[config.mk]
export PLATFORM = sky130hd
export DESIGN_NAME = compacting_value_list
export DESIGN_NICKNAME = d
export VERILOG_FILES = /design/src/sv/cvl_pkg.sv /design/src/sv/cvl_store.sv /design/src/sv/cvl_seq.sv /design/src/sv/compacting_value_list.sv
export VERILOG_INCLUDE_DIRS = /design/src /design/src/sv
export SDC_FILE = /design/constraint.sdc
export NUM_CORES = 1
export LEC_CHECK = 0
export ABC_AREA = 1
export BUFFER_PORTS_ARGS = -buffer_cell sky130_fd_sc_hd__buf_2
export CAP_MARGIN = 20
export CELL_PAD_IN_SITES_DETAIL_PLACEMENT = 0
export CELL_PAD_IN_SITES_GLOBAL_PLACEMENT = 1
export CORE_AREA = 2 2 299 301
export CTS_CLUSTER_DIAMETER = 100
export DETAILED_ROUTE_END_ITERATION = 8
export DIE_AREA = 0 0 301 303
export HOLD_SLACK_MARGIN = 0.12
export PLACE_DENSITY_LB_ADDON = 0.08
export SYNTH_ARGS = -nofsm -noshare
export SYNTH_HDL_FRONTEND = slang
export SYNTH_HIERARCHICAL = 1
export SYNTH_SLANG_ARGS = --single-unit
[constraint.sdc]
create_clock -name clk_i -period 5.7 [get_ports clk_i]
set_input_delay 0.57 -clock clk_i [delete_from_list [all_inputs] [get_ports clk_i]]
set_output_delay 0.57 -clock clk_i [all_outputs]
set_load 0.05 [all_outputs]
[src/sv/assert_macros.svh]
// ---------------------------------------------------------------------------
// assert_macros.svh
// Concurrent assertion wrappers, compiled out for synthesis.
// ---------------------------------------------------------------------------
`ifndef ASSERT_MACROS_SVH
`define ASSERT_MACROS_SVH

`ifndef SYNTHESIS
// Checked on every rising edge of clk_i while out of reset.
`define CVL_ASSERT(lbl, prop) \
  lbl: assert property (@(posedge clk_i) disable iff (!rst_ni) prop) \
    else $error("cvl assertion failed");
// Checked on every rising edge of clk_i, reset included.
`define CVL_ASSERT_ALWAYS(lbl, prop) \
  lbl: assert property (@(posedge clk_i) prop) \
    else $error("cvl assertion failed");
`else
`define CVL_ASSERT(lbl, prop)
`define CVL_ASSERT_ALWAYS(lbl, prop)
`endif

`endif

[src/sv/cvl_pkg.sv]
// ---------------------------------------------------------------------------
// cvl_pkg
// Shared constants and types for the compacting value list.
// ---------------------------------------------------------------------------
package cvl_pkg;

  localparam int DEPTH      = 16;
  localparam int VALUE_BITS = 32;
  localparam int AW         = $clog2(DEPTH);
  localparam int FW         = $clog2(DEPTH + 1);
  localparam int COUNT_W    = 5;

  typedef enum logic [1:0] {
    MODE_INSERT = 2'd0,
    MODE_REMOVE = 2'd1,
    MODE_SEARCH = 2'd2,
    MODE_CLEAR  = 2'd3
  } mode_e;

  typedef enum logic [1:0] {
    ST_IDLE,
    ST_SCAN,
    ST_SHIFT,
    ST_RESP
  } state_e;

  // one write port and one read port on the value store
  typedef struct packed {
    logic                  we;
    logic [AW-1:0]         waddr;
    logic [VALUE_BITS-1:0] wdata;
    logic [AW-1:0]         raddr;
  } mem_req_t;

endpackage

[src/sv/cvl_store.sv]
// ---------------------------------------------------------------------------
// cvl_store
// Value store: one write port, one read port with registered data.
// ---------------------------------------------------------------------------
module cvl_store
  import cvl_pkg::*;
(
  input  logic                  clk_i,
  input  mem_req_t              req_i,
  output logic [VALUE_BITS-1:0] rdata_o
);

  logic [VALUE_BITS-1:0] mem_q [DEPTH];
  logic [VALUE_BITS-1:0] rdata_q;

  always_ff @(posedge clk_i) begin
    if (req_i.we) begin
      mem_q[req_i.waddr] <= req_i.wdata;
    end
  end

  always_ff @(posedge clk_i) begin
    rdata_q <= mem_q[req_i.raddr];
  end

  assign rdata_o = rdata_q;

endmodule

[src/sv/cvl_seq.sv]
// ---------------------------------------------------------------------------
// cvl_seq
// Request sequencer: fill count, scan with a shared comparator, shift-down.
// ---------------------------------------------------------------------------
module cvl_seq
  import cvl_pkg::*;
(
  input  logic                  clk_i,
  input  logic                  rst_ni,
  input  logic                  start_i,
  input  logic [1:0]            mode_i,
  input  logic [VALUE_BITS-1:0] value_i,
  input  logic [VALUE_BITS-1:0] rdata_i,
  output mem_req_t              mem_req_o,
  output logic                  busy_o,
  output logic                  done_o,
  output logic                  ok_o,
  output logic [FW-1:0]         fill_o
);

  state_e                state_q, state_d;
  logic [FW-1:0]         fill_q, fill_d;
  logic [FW-1:0]         idx_q, idx_d;    // next address to read
  logic [AW-1:0]         wr_q, wr_d;      // next address to write when shifting
  logic                  pend_q, pend_d;  // read data of idx_q-1 is valid
  logic                  ok_q, ok_d;
  logic                  rm_q, rm_d;
  logic [VALUE_BITS-1:0] val_q, val_d;
  logic                  hit;

  always_ff @(posedge clk_i or negedge rst_ni) begin
    if (!rst_ni) begin
      state_q <= ST_IDLE;
      fill_q  <= '0;
      pend_q  <= 1'b0;
      ok_q    <= 1'b0;
    end else begin
      state_q <= state_d;
      fill_q  <= fill_d;
      pend_q  <= pend_d;
      ok_q    <= ok_d;
    end
  end

  always_ff @(posedge clk_i) begin
    idx_q <= idx_d;
    wr_q  <= wr_d;
    rm_q  <= rm_d;
    val_q <= val_d;
  end

  // the one comparator, shared by search and remove
  assign hit = pend_q && (rdata_i == val_q);

  always_comb begin
    state_d = state_q;
    fill_d  = fill_q;
    idx_d   = idx_q;
    wr_d    = wr_q;
    pend_d  = pend_q;
    ok_d    = ok_q;
    rm_d    = rm_q;
    val_d   = val_q;
    done_o  = 1'b0;
    mem_req_o.we    = 1'b0;
    mem_req_o.waddr = wr_q;
    mem_req_o.wdata = rdata_i;
    mem_req_o.raddr = idx_q[AW-1:0];

    unique case (state_q)
      ST_IDLE: begin
        if (start_i) begin
          val_d  = value_i;
          rm_d   = (mode_i == MODE_REMOVE);
          idx_d  = '0;
          pend_d = 1'b0;
          ok_d   = 1'b0;
          state_d = ST_RESP;
          unique case (mode_i)
            MODE_INSERT: begin
              if (fill_q < FW'(DEPTH)) begin
                mem_req_o.we    = 1'b1;
                mem_req_o.waddr = fill_q[AW-1:0];
                mem_req_o.wdata = value_i;
                fill_d = fill_q + FW'(1);
                ok_d   = 1'b1;
              end
            end
            MODE_REMOVE, MODE_SEARCH: begin
              if (fill_q != '0) begin
                state_d = ST_SCAN;
              end
            end
            MODE_CLEAR: begin
              fill_d = '0;
            end
            default: ;
          endcase
        end
      end
      ST_SCAN: begin
        if (hit) begin
          if (rm_q) begin
            // match sits at idx_q-1; first entry to move is idx_q
            wr_d    = AW'(idx_q - FW'(1));
            pend_d  = 1'b0;
            state_d = ST_SHIFT;
          end else begin
            ok_d    = 1'b1;
            state_d = ST_RESP;
          end
        end else if (idx_q == fill_q) begin
          state_d = ST_RESP;
        end else begin
          idx_d  = idx_q + FW'(1);
          pend_d = 1'b1;
        end
      end
      ST_SHIFT: begin
        if (pend_q) begin
          mem_req_o.we = 1'b1;
          wr_d = wr_q + AW'(1);
        end
        if (idx_q < fill_q) begin
          idx_d  = idx_q + FW'(1);
          pend_d = 1'b1;
        end else begin
          pend_d = 1'b0;
          if (!pend_q) begin
            fill_d  = fill_q - FW'(1);
            ok_d    = 1'b1;
            state_d = ST_RESP;
          end
        end
      end
      ST_RESP: begin
        done_o  = 1'b1;
        state_d = ST_IDLE;
      end
      default: state_d = ST_IDLE;
    endcase
  end

  assign busy_o = (state_q != ST_IDLE);
  assign ok_o   = ok_q;
  assign fill_o = fill_q;

endmodule

[src/sv/compacting_value_list.sv]
// ---------------------------------------------------------------------------
// compacting_value_list
// Bag of up to DEPTH values packed at the front of a store, with fill count.
// ---------------------------------------------------------------------------
// Timing: done_o is high in the cycle after acceptance for insert and
//   clear; search and remove scan the list, and remove then shifts the
//   later entries down, through the single read port of the store, which
//   visits one entry per cycle for scan and shift.
// Throughput: one request at a time; busy is high from the cycle after
//   acceptance through the done_o cycle, and the next request can be
//   taken in the cycle after done_o.
// Reset: fill count cleared at once; store contents undefined, never read.
// Results are shown for one cycle on done_o; the receiver cannot stall.
// ---------------------------------------------------------------------------
`include "assert_macros.svh"

module compacting_value_list
  import cvl_pkg::*;
(
  input  logic                  clk_i,
  input  logic                  rst_ni,
  input  logic                  start,
  output logic                  busy,
  input  logic [1:0]            mode_i,
  input  logic [VALUE_BITS-1:0] value_i,
  output logic                  done_o,
  output logic                  ok_o,
  output logic [COUNT_W-1:0]    count_o,
  output logic                  empty_res_o
);

  mem_req_t              mem_req;
  logic [VALUE_BITS-1:0] rdata;
  logic [FW-1:0]         fill;

  // Sequencer: owns the fill count and drives the store's single port pair.
  cvl_seq u_seq (
    .clk_i     (clk_i),
    .rst_ni    (rst_ni),
    .start_i   (start),
    .mode_i    (mode_i),
    .value_i   (value_i),
    .rdata_i   (rdata),
    .mem_req_o (mem_req),
    .busy_o    (busy),
    .done_o    (done_o),
    .ok_o      (ok_o),
    .fill_o    (fill)
  );

  // Store: entries below the fill count are always valid.
  cvl_store u_store (
    .clk_i   (clk_i),
    .req_i   (mem_req),
    .rdata_o (rdata)
  );

  // count is the fill masked to its field width
  assign count_o     = COUNT_W'(fill);
  assign empty_res_o = (fill == '0);

  // Result strobe lasts one cycle only.
  `CVL_ASSERT(a_done_pulse, done_o |=> !done_o)
  // An accepted request makes the block busy on the next cycle.
  `CVL_ASSERT(a_start_busy, (start && !busy) |=> busy)
  // A result is only given while busy.
  `CVL_ASSERT(a_done_busy, done_o |-> busy)
  // Fill never exceeds the store depth.
  `CVL_ASSERT(a_fill_max, fill <= FW'(DEPTH))

endmodule

Yosys cells after proc, flatten, opt, wreduce, memory -nomap -nowiden:

Memories as Yosys holds them, arrays and structs flattened. A register that Yosys moved wholly into a read port is not among the register bits.
Index checks and enable logic that the tools add are counted.

* latch bits: 0
* bits in read-only memories: 0
* output and inout bits: 9
* input port bits: 37
* word-level logic and storage cells: 103
* bits in registers: 51
* memory bits (writable): 512
* memories: 1

* divide/modulo/power cells: 0
* multiply operators: 0
* shift-type cells: 0
* add/sub/neg operators: 5
* reduce and logical (&&, ||, !) cells: 17
* equality and inequality tests: 23
* bitwise logic cells: 0
* magnitude comparators: 2
* multiplexer cells: 47

Memories
* u_store.mem_q: words 16, width 32, read ports 1, clocked after memory_dff 1, write ports 1, line cvl_store.sv:13 `logic [VALUE_BITS-1:0] mem_q [DEPTH];`

Operators by type and width (number)
* 2-to-1 mux 37 bit: 3
* 2-to-1 mux 5 bit: 8
* 2-to-1 mux 36 bit: 1
* equality test 32 bit: 1
* one-hot mux 5 bit (2 select lines): 2
* 2-to-1 mux 1 bit: 17
* one-hot mux 5 bit (3 select lines): 1
* 2-to-1 mux 2 bit: 7
* 2-to-1 mux 4 bit: 3
* != test 2 bit, second input constant: 6
* AND reduction 4 bit: 3
* AND reduction 6 bit: 2
* adder 5 x 1 -> 5 bit, second input constant: 2
* != test 3 x 2 -> 1 bit, second input constant: 3
* equality test 2 bit, second input constant: 4
* != test 2 x 1 -> 1 bit, second input constant: 4
* one-hot mux 2 bit (4 select lines): 1
* one-hot mux 4 bit (2 select lines): 1
* one-hot mux 1 bit (3 select lines): 2
* nonzero test 2 bit: 3
* equality test 5 bit: 1
* zero test 5 bit: 1
* < comparator 5 bit: 1
* < comparator 5 bit, second input constant: 1
* 14 further kinds: 16

Depth between registers and ports, before layout:

Gate-level depths: netlist (run 1).

* word-level depth: 7
* depth in mapped cells: 14
* depth with buffers taken out: 14

By module:

Netlist (run 1), hierarchy kept.

Modules (own cells, without submodules)
* cvl_store: sequential area each 16015.4 um^2, times used 1, area each 22730.6 um^2, cells each 2120
* cvl_seq: sequential area each 1486.4 um^2, times used 1, area each 3470.8 um^2, cells each 454
* compacting_value_list: sequential area each 0.0 um^2, times used 1, area each 26.3 um^2, cells each 7

Worst setup path after synthesis (run 1):

No wires, ideal clock.

* path kind: reg2reg
* from: register u_seq.state_q[0]
* to: memory u_store.mem_q[12][0], enable pin
* required time: 5.279 ns
* arrival time: 3.869 ns
* library setup time: 0.421 ns
* stages on the path, launching flop included: 11
* path slack: 1.410 ns
* path through: dfrtp_1 > inv_1 > ha_1 > nand2_1 > inv_1 > nand3_1 > buf_2 > buf_2 > o21ai_0 > nand3_1 > nor2_1

RTL lines
* start: declaration: line cvl_seq.sv:21 `state_e state_q, state_d;`
* start signal: assignment: line cvl_seq.sv:38 `state_q <= state_d;`
* end: declaration: line cvl_store.sv:13

==> results_dict.tcl, run 1 <==
set metrics [dict create \
    dp_cells 3721 \
    grt.overflow.total 0 \
    synth-seq-cells 595 \
    clockBufferDepth 3 \
    cp-start-kind "flop" \
    crit_arrival_ns 4.22 \
    cts.clk_slew.worst_paths_ns 0.05 \
    finalHoldViolations 0 \
    post-route-drc-count 0 \
    switching_power_w 0.00625 \
    pwr-share-comb_pct 34.4 \
    max_slew.worst_pin.slew_ns 1.11 \
    dr.pass1.iters 5 \
    first_global_vias 16900 \
    row_count 109 \
    cts_tree "built" \
    stdcell_count 3872 \
    synth_cells 2581 \
    post_cts_buffers 0 \
    synthTopCellsByArea "edfxtp_1 (63%), nand2_1 (11%), nand3_1 (7.7%)" \
    io_pins 46 \
    final-max-slew-violation-count 0 \
    p_leak_nw 12.8 \
    ys.flop_type "edfxtp_1" \
    grt_pass1_wl_mm 114 \
    synth_most_common_cell "nand2_1" \
    whs_ns 0.164 \
    seqPwrFrac_pct 36.9 \
    grt_max_degree 146 \
    crit_start "u_seq/state_q[0]" \
    p_clk_share_pct 28.6 \
    critical_path.slowest_cell "nor2_4" \
    numCtsBuffers 72 \
    rsz0062_at_grt "no" \
    swShare_pct 38.6 \
    reg2reg_from "u_seq/state_q[0]" \
    num_vias 17300 \
    p_int_w 0.00994 \
    powerDensity_nw_per_um2 535 \
    cts-resized-gates 0 \
    clock_latency_ns 0.61 \
    hp-start "value_i[2]" \
    die_area_um2 91200 \
    drt_iter0_drc 1105 \
    min_period_ns 3.96 \
    maxCapViolCount 0 \
    ir_worst_vdd_uv 369 \
    async_flop_share_pct 1.51 \
    cp.required_ns 5.96 \
    wl_per_cell_um 20.1 \
    ys_types 36 \
    gp_congestion 0.757 \
    finalSetupViolations 0 \
    crit_fanout 36 \
    path_buf_inv 3 \
    syn_to_final_growth_pct 15.5 \
    syn_area_per_cell_um2 10.2 \
    synthTopCellsByCount "nand2_1 (795), edfxtp_1 (554), inv_1 (468)" \
    hp-class "in2reg" \
    ys.warnings.count 6 \
    syn-num-nets 2635 \
    die_height_um 303 \
    antenna_found_initial 1 \
    ctsHtreeMaxLevel 3 \
    maxSlewHeadroom_pct 26.3 \
    synth_top_area_share_pct 63.4 \
    cts_hold_buf 15 \
    synth_top_area_cell "edfxtp_1" \
    period_share_pct 69.5 \
    finalWirelength_mm 77.7 \
    slowest_delay_ns 0.73 \
    clkSinkCount 595 \
    ant_nets 0 \
    dieWidth_um 301 \
    path_cells "inv_1 > ha_1 > nand2_1 > inv_2 > nand3_4 > o21ai_0 > nand3_1 > nor2_4 > buf_4" \
    track_usage_pct 17.2 \
    dp_hpwl_mm 45.0 \
    fin_area_um2 30300 \
    initial_core_util_pct 29.8 \
    fmax_ghz 0.253 \
    root_buffer "clkbuf_16" \
    cpLargestDelayFamily "simple AND/OR/NAND/NOR gates" \
    yosysSeqAreaShare_pct 66.7 \
    outcome "completed" \
    crit_type "reg2reg" \
    synth-edff-count 554 \
    total_power_w 0.0162 \
    port_buffers 45 \
    critPathCaptureType "flop" \
    place_area_um2 27700 \
    core_um2 88000 \
    fin_nets 2702 \
    synth_area_um2 26200 \
    nFillCells 8841 \
    fin_skew_ns 0.0251 \
    viasPerCell 4.46 \
    drive_above_1_share_pct 9.46 \
    tns_ns 0 \
]
[layout by cell type (no fill, tap or decap), drive strengths merged]
cell type    synthesis  layout
nor3                 1       1
or2                  1       1
inv                475     477
o211ai               3       3
nor2                80      80
nor2b                1       1
a22oi                1       1
nand3              404     404
xnor2               11      11
clkinvlp             0       1
xor2                 5       5
mux2                 7       7
dfxtp               32      32
dfrtp                9       9
o21ai               25      25
clkbuf              15      93
buf                102      95
nand3b               2       2
ha                  17      17
a31oi                1       1
dlygate4sd3          0      15
nand2              797     797
edfxtp             554     554
a21boi               1       1
a21oi               34      34
diode                0       1
nand4                3       3
bufinv               0       8
clkinv               0      28
[final cells by class]
| type | count | area (um2) | share of cell area [%] |
|---|---|---|---|
| diodes | 1 | 2.50 | 0.00826 |
| repair buffers | 110 | 800 | 2.64 |
| multi-input cells | 1394 | 6340 | 20.9 |
| clock buffers | 93 | 1950 | 6.44 |
| inverters | 475 | 1800 | 5.94 |
| well taps | 1165 | 1460 | 4.81 |
| clock inverters | 39 | 435 | 1.44 |
| flip-flops and latches | 595 | 17500 | 57.8 |
[routing by layer]
layer / share of wire [%] / global-route usage, %
met1: 49 / 24.4
met2: 46 / 27.3
met3: 4.3 / 2.79
met4: 1.6 / 4.36
met5: 0 / 0
[stage by stage]
stage / setup WS, ns / utilization, %
finish: 1.74 / 34.4
global route: 1.40 / 34.4
CTS: 1.70 / 34.4
detailed placement: 1.59 / 31.5
global placement: 1.66 / 31.4
floorplan: 1.41 / -
[registers in the layout (all words and copies together) (netlist names), 2 cells and up]
register and cells:
u_seq/fill_o 5, u_seq/idx_q 5, u_seq/state_q 2, u_seq/val_q 32, u_seq/wr_q 4, u_store/mem_q 512, u_store/rdata_o 32
[power by group through the flow]
stage / logic [W] / clock network [W] / registers, W
6_report: 0.00557 / 0.00464 / 0.00598
3_3_place_gp: 0.00560 / 0 / 0.00608
3_5_place_dp: 0.00565 / 0 / 0.00607
5_1_grt: 0.00624 / 0.00496 / 0.00602
2_1_floorplan: 0.00359 / 0 / 0.00605
4_1_cts: 0.00568 / 0.00479 / 0.00599
[path summary, 6_finish.rpt]
check                                            end  cells past startpoint  slack (ns)
worst max-delay path            u_store/mem_q[14][1]                      9        1.74
worst min-delay path                  u_seq/val_q[2]                      1        0.16
worst max register to register  u_store/mem_q[14][1]                      9        1.74
worst min register to register            u_seq/ok_o                      2        0.52
max in group asynchronous               u_seq/pend_q                      2        5.13
min in group asynchronous            u_seq/fill_o[1]                      2        0.36
[kinds of logic (layout without fill, tap and decap cells)]
logic type      count (synthesis)  count (layout)  share of synthesized area (%)
compound gates                 65              65                           1.32
xor+xnor                       16              16                          0.534
fa+ha+maj                      17              17                          0.811
buf+inv                       592             717                           9.74
flops                         595             595                           66.7
mux                             7               7                          0.301
other cells                     0               1                              0
simple gates                 1289            1289                           20.6
Power figures use the tool's default switching activity.
==> inputs of run 2 (changes only) <==
==> constraint.sdc (replaced) <==
create_clock -name clk_i -period 3.9 [get_ports clk_i]
set_input_delay 0.39 -clock clk_i [delete_from_list [all_inputs] [get_ports clk_i]]
set_output_delay 0.39 -clock clk_i [all_outputs]
set_load 0.05 [all_outputs]
==> run 2 against run 1 <==
Final cell count up 0.90%. Routed wire length down 0.59%. Combinational power grew 46%. Register-to-register slack worse by 1.3 ns. Worst setup slack got worse by 1.3 ns. Via count up 0.93%. Core utilization increased by 0.33 points. Critical path depth did not move. Largest power group unchanged.
==> results_dict.tcl, run 2 (synthesis results as in run 1) <==
set metrics [dict create \
    ir_worst_vdd_uv 687 \
    fin_skew_ns 0.0276 \
    antenna_found_initial 0 \
    path_depth 9 \
    die_area_um2 91200 \
    drive_above_1_share_pct 9.12 \
    crit_type "reg2reg" \
    cts.clk_slew.worst_paths_ns 0.06 \
    cp.required_ns 4.20 \
    finalSetupViolations 0 \
    min_period_ns 3.41 \
    cp-start-kind "flop" \
    tns_ns 0 \
    grt.overflow.total 0 \
    dieWidth_um 301 \
    numCtsBuffers 73 \
    final-max-slew-violation-count 0 \
    fmax_ghz 0.293 \
    post-route-drc-count 0 \
    path_buf_inv 3 \
    crit_fanout 27 \
    critPathCaptureType "flop" \
    finalHoldViolations 0 \
    place_area_um2 28000 \
    syn_to_final_growth_pct 16.6 \
    maxCapViolCount 0 \
    port_buffers 45 \
    drt_iter0_drc 1192 \
    viasPerCell 4.46 \
    antenna_cells 0 \
    grt_pass1_wl_mm 114 \
    row_count 109 \
    powerDensity_nw_per_um2 762 \
    largest_register_ffs 512 \
    clkSinkCount 595 \
    wl_per_cell_um 19.8 \
    finalWirelength_mm 77.2 \
    ant_nets 0 \
    gp_congestion 0.737 \
    cts_tree "built" \
    final_cell_mix "nand2_1 (795), edfxtp_1 (554), inv_1 (465)" \
    critical_path.slowest_cell "nor2_4" \
    clock_latency_ns 0.61 \
    fin_area_um2 30600 \
    root_buffer "clkbuf_16" \
    num_vias 17400 \
    crit_start "u_seq/state_q[0]" \
    period_share_pct 87.5 \
    io_pins 46 \
    p_leak_nw 12.9 \
    clockBufferDepth 3 \
    path_cells "inv_1 > ha_1 > nand2_1 > inv_2 > nand3_4 > o21ai_0 > nand3_1 > nor2_4 > buf_12" \
    track_usage_pct 17.1 \
    final_common_cell "nand2_1" \
    maxSlewHeadroom_pct 30.8 \
    first_global_vias 17100 \
    max_slew.worst_pin.slew_ns 1.04 \
    outcome "completed" \
    crit_arrival_ns 3.71 \
    reg2reg_from "u_seq/state_q[0]" \
    dr.pass1.iters 7 \
    cts-resized-gates 0 \
    grt_max_degree 149 \
    die_height_um 303 \
    initial_core_util_pct 29.8 \
    worstRegToRegCells 9 \
    top_register "u_store/mem_q" \
    core_um2 88000 \
    cpLargestDelayFamily "simple AND/OR/NAND/NOR gates" \
    ctsHtreeMaxLevel 3 \
    hp-class "in2async" \
    fin_nets 2739 \
    rsz0062_at_grt "no" \
    slowest_delay_ns 0.63 \
    dp_hpwl_mm 43.9 \
]
## run 2: changes by cell type in the layout (fill, tap and decap cells not counted), sizes merged
| cell | delta |
|---|---|
| dlygate4sd3 | +19 |
| buf | +17 |
| clkbuf | +14 |
| bufinv | -6 |
| clkinv | -5 |
| inv | -2 |
| clkinvlp | -1 |
| diode | -1 |
## run 2: final cells by class
class | instances | area, um2
sequential | 595 | 17500
inverter | 475 | 1790
tap | 1165 | 1460
fill | 8894 | 57400
clock inverter | 25 | 173
multi-input combinational | 1394 | 6310
clock buffer | 107 | 2070
timing repair buffer | 146 | 1270
## run 2: stage by stage
step / hold WS [ns] / std cells / util (%) / power, W / setup WS (ns)
final: 0.181 / 3907 / 34.8 / 0.0233 / 0.488
after global routing: 0.197 / 3907 / 34.8 / 0.0248 / 0.191
after CTS: 0.160 / 3905 / 34.7 / 0.0237 / 0.441
after detailed placement: 0.283 / 3739 / 31.8 / 0.0172 / 0.455
after global placement: 0.288 / 3739 / 31.8 / 0.0172 / 0.529
after floorplan: 0.0944 / 2581 / - / 0.0141 / -0.390
## run 2: repair_timing
action                     CTS  global route
setup buffers                0             0
hold buffers                34             0
hold endpoints to repair    42             0
setup endpoints to repair    0             0
## run 2: path summary, 6_finish.rpt
check	to	slack (ns)
hold reg to reg	u_seq/ok_o	0.50
max in group asynchronous	u_seq/state_q[0]	3.51
min in group clk_i	u_seq/rm_q	0.20
setup reg to reg	u_store/mem_q[14][6]	0.49
hold / removal	u_seq/fill_o[4]	0.18
setup / recovery	u_store/mem_q[14][6]	0.49
## run 2: power breakdown
group          switching [W]  internal [W]  total (W)
logic                0.00599       0.00216    0.00815
clock network        0.00261       0.00380    0.00641
registers           0.000324       0.00841    0.00873
total                0.00893        0.0144     0.0233
## run 2: metal layers
layer  global-route usage, %  wire (um)
met3                    2.27       2110
met1                    23.8      37200
met5                       0          0
met2                    27.9      36300
met4                    4.57       1630
==> inputs of run 3 (changes only) <==
==> constraint.sdc (replaced) <==
create_clock -name clk_i -period 4.36 [get_ports clk_i]
set_input_delay 0.436 -clock clk_i [delete_from_list [all_inputs] [get_ports clk_i]]
set_output_delay 0.436 -clock clk_i [all_outputs]
set_load 0.05 [all_outputs]
==> run 3 against run 2 <==
Design area barely moved. Via count is 1.0% lower. Combinational power down 12%. Count of clock-buffer cells in the layout shrank 1. Core utilization hardly changed. Sequential share of layout area is essentially flat. Largest cell class unchanged. Largest power group unchanged.
==> results_dict.tcl, run 3 (synthesis results as in run 1) <==
set metrics [dict create \
    outcome "completed" \
    powerDensity_nw_per_um2 683 \
    final_cell_mix "nand2_1 (795), edfxtp_1 (554), inv_1 (465)" \
    port_buffers 45 \
    viasPerCell 4.43 \
    grt_pass1_wl_mm 115 \
    gp_congestion 0.720 \
    post_cts_buffers 0 \
    ctsHtreeMaxLevel 3 \
    post-route-drc-count 0 \
    io_pins 46 \
    crit_type "reg2reg" \
    crit_fanout 17 \
    dp_cells 3727 \
    wl_per_cell_um 19.9 \
    path_buf_inv 3 \
    crit_arrival_ns 3.52 \
    switching_power_w 0.00793 \
    tns_ns 0 \
    worstRegToRegCells 9 \
    first_global_vias 17200 \
    critPathCaptureType "flop" \
    stdcell_count 3895 \
    numCtsBuffers 74 \
    cts_hold_buf 33 \
    dp_hpwl_mm 42.6 \
    hp-class "in2reg" \
    whs_ns 0.185 \
    top_register "u_store/mem_q" \
    cpLargestDelayFamily "simple AND/OR/NAND/NOR gates" \
    fmax_ghz 0.310 \
    seqPwrFrac_pct 37.3 \
    fin_area_um2 30600 \
    finalSetupViolations 0 \
    swShare_pct 38.0 \
    fin_nets 2727 \
    clockBufferDepth 3 \
    period_share_pct 73.9 \
    regToRegSetupSlack_ns 1.14 \
    largest_register_ffs 512 \
    cts.clk_slew.worst_paths_ns 0.06 \
    antenna_cells 0 \
    grt_max_degree 170 \
    core_um2 88000 \
    row_count 109 \
    initial_core_util_pct 29.8 \
    dr.pass1.iters 6 \
    place_area_um2 27900 \
    num_vias 17200 \
    cts-resized-gates 0 \
    maxSlewHeadroom_pct 36.5 \
    p_int_w 0.0129 \
    track_usage_pct 17.2 \
    drt_iter0_drc 1224 \
    fin_skew_ns 0.0114 \
    rsz0062_at_grt "no" \
    root_buffer "clkbuf_16" \
    final_common_cell "nand2_1" \
    dieWidth_um 301 \
    path_cells "inv_1 > ha_1 > nand2_1 > inv_2 > nand3_4 > o21ai_0 > nand3b_1 > nor2_4 > buf_12" \
    nFillCells 8874 \
    cp-start-kind "flop" \
    hold_path_end "u_seq/rm_q" \
    die_area_um2 91200 \
    syn_to_final_growth_pct 16.5 \
    drive_above_1_share_pct 9.30 \
    cts_tree "built" \
    finalHoldViolations 0 \
    r2r-end "u_store/mem_q[11][17]" \
    p_clk_share_pct 28.4 \
    max_slew.worst_pin.slew_ns 0.952 \
    reg2reg_from "u_seq/state_q[0]" \
    final-max-slew-violation-count 0 \
    holdPathStages 2 \
    maxCapViolCount 0 \
    hp-start "mode_i[0]" \
    finalWirelength_mm 77.4 \
    cp.required_ns 4.65 \
    ant_nets 0 \
    slowest_delay_ns 0.70 \
    min_period_ns 3.22 \
    clkSinkCount 595 \
    seqCellArea_um2 17500 \
    die_height_um 303 \
    p_leak_nw 12.9 \
    multi_input_area_um2 6330 \
    grt.overflow.total 0 \
    pwr-share-comb_pct 34.3 \
    antenna_found_initial 0 \
    ir_worst_vdd_uv 412 \
    clock_latency_ns 0.60 \
    critical_path.slowest_cell "nor2_4" \
]
-- run 3: changes by cell type in the layout (fill, tap and decap cells not counted), sizes merged --
cell,change
buf,-12
clkbuf,-1
dlygate4sd3,-1
clkinv,+1
bufinv,+1
-- run 3: worst max-delay path by stage --
stage / from / endpoint / slack, ns / cells after the start
after floorplan: u_seq/state_q[0] / u_store/mem_q[12][0] / 0.07 / 10
after CTS: u_seq/state_q[0] / u_store/mem_q[1][19] / 1.07 / 9
after global placement: u_seq/state_q[0] / u_store/mem_q[1][29] / 1.17 / 9
after detailed placement: u_seq/state_q[0] / u_store/mem_q[1][23] / 1.09 / 9
after global routing: u_seq/state_q[1] / u_store/mem_q[1][19] / 0.87 / 9
final: u_seq/state_q[0] / u_store/mem_q[11][17] / 1.14 / 9
-- run 3: per-layer routing --
metal / routed length (um) / global-route usage, % / part of all wire (%) / up-vias
met1: 36600 / 23.4 / 47 / 8390
met3: 2400 / 2.21 / 3.1 / 78
met4: 1210 / 4.22 / 1.6 / 0
met5: 0 / 0 / 0 / -
met2: 37200 / 29.0 / 48 / 277
li1: - / - / - / 8492
-- run 3: layout make-up --
type,instances,area share [%]
multi-input cells,1394,20.7
flip-flops and latches,595,57.3
well taps,1165,4.77
inverters,475,5.89
clock inverters,27,0.672
repair buffers,133,3.70
clock buffers,106,6.96
-- run 3: power groups by stage --
stage,clock [W],sequential (W),combinational [W]
6_report,0.00593,0.00777,0.00715
3_3_place_gp,0,0.00789,0.00735
3_5_place_dp,0,0.00789,0.00733
5_1_grt,0.00633,0.00783,0.00804
4_1_cts,0.00614,0.00778,0.00738
2_1_floorplan,0,0.00791,0.00469
-- run 3: metrics by stage --
step	worst slack [ns]	total power (W)	utilization (%)
floorplan	0.0696	0.0126	-
global placement	1.17	0.0152	31.7
detailed placement	1.09	0.0152	31.7
CTS	1.07	0.0213	34.7
global route	0.871	0.0222	34.7
finish	1.14	0.0209	34.7
-- run 3: worst register-to-register path, delay by kind of cell, from the launching register on --
family	cells	cell delay (ns)
simple gates	4	1.35
buf+inv	3	0.48
flops	1	0.43
compound gates	1	0.42
fa+ha+maj	1	0.23
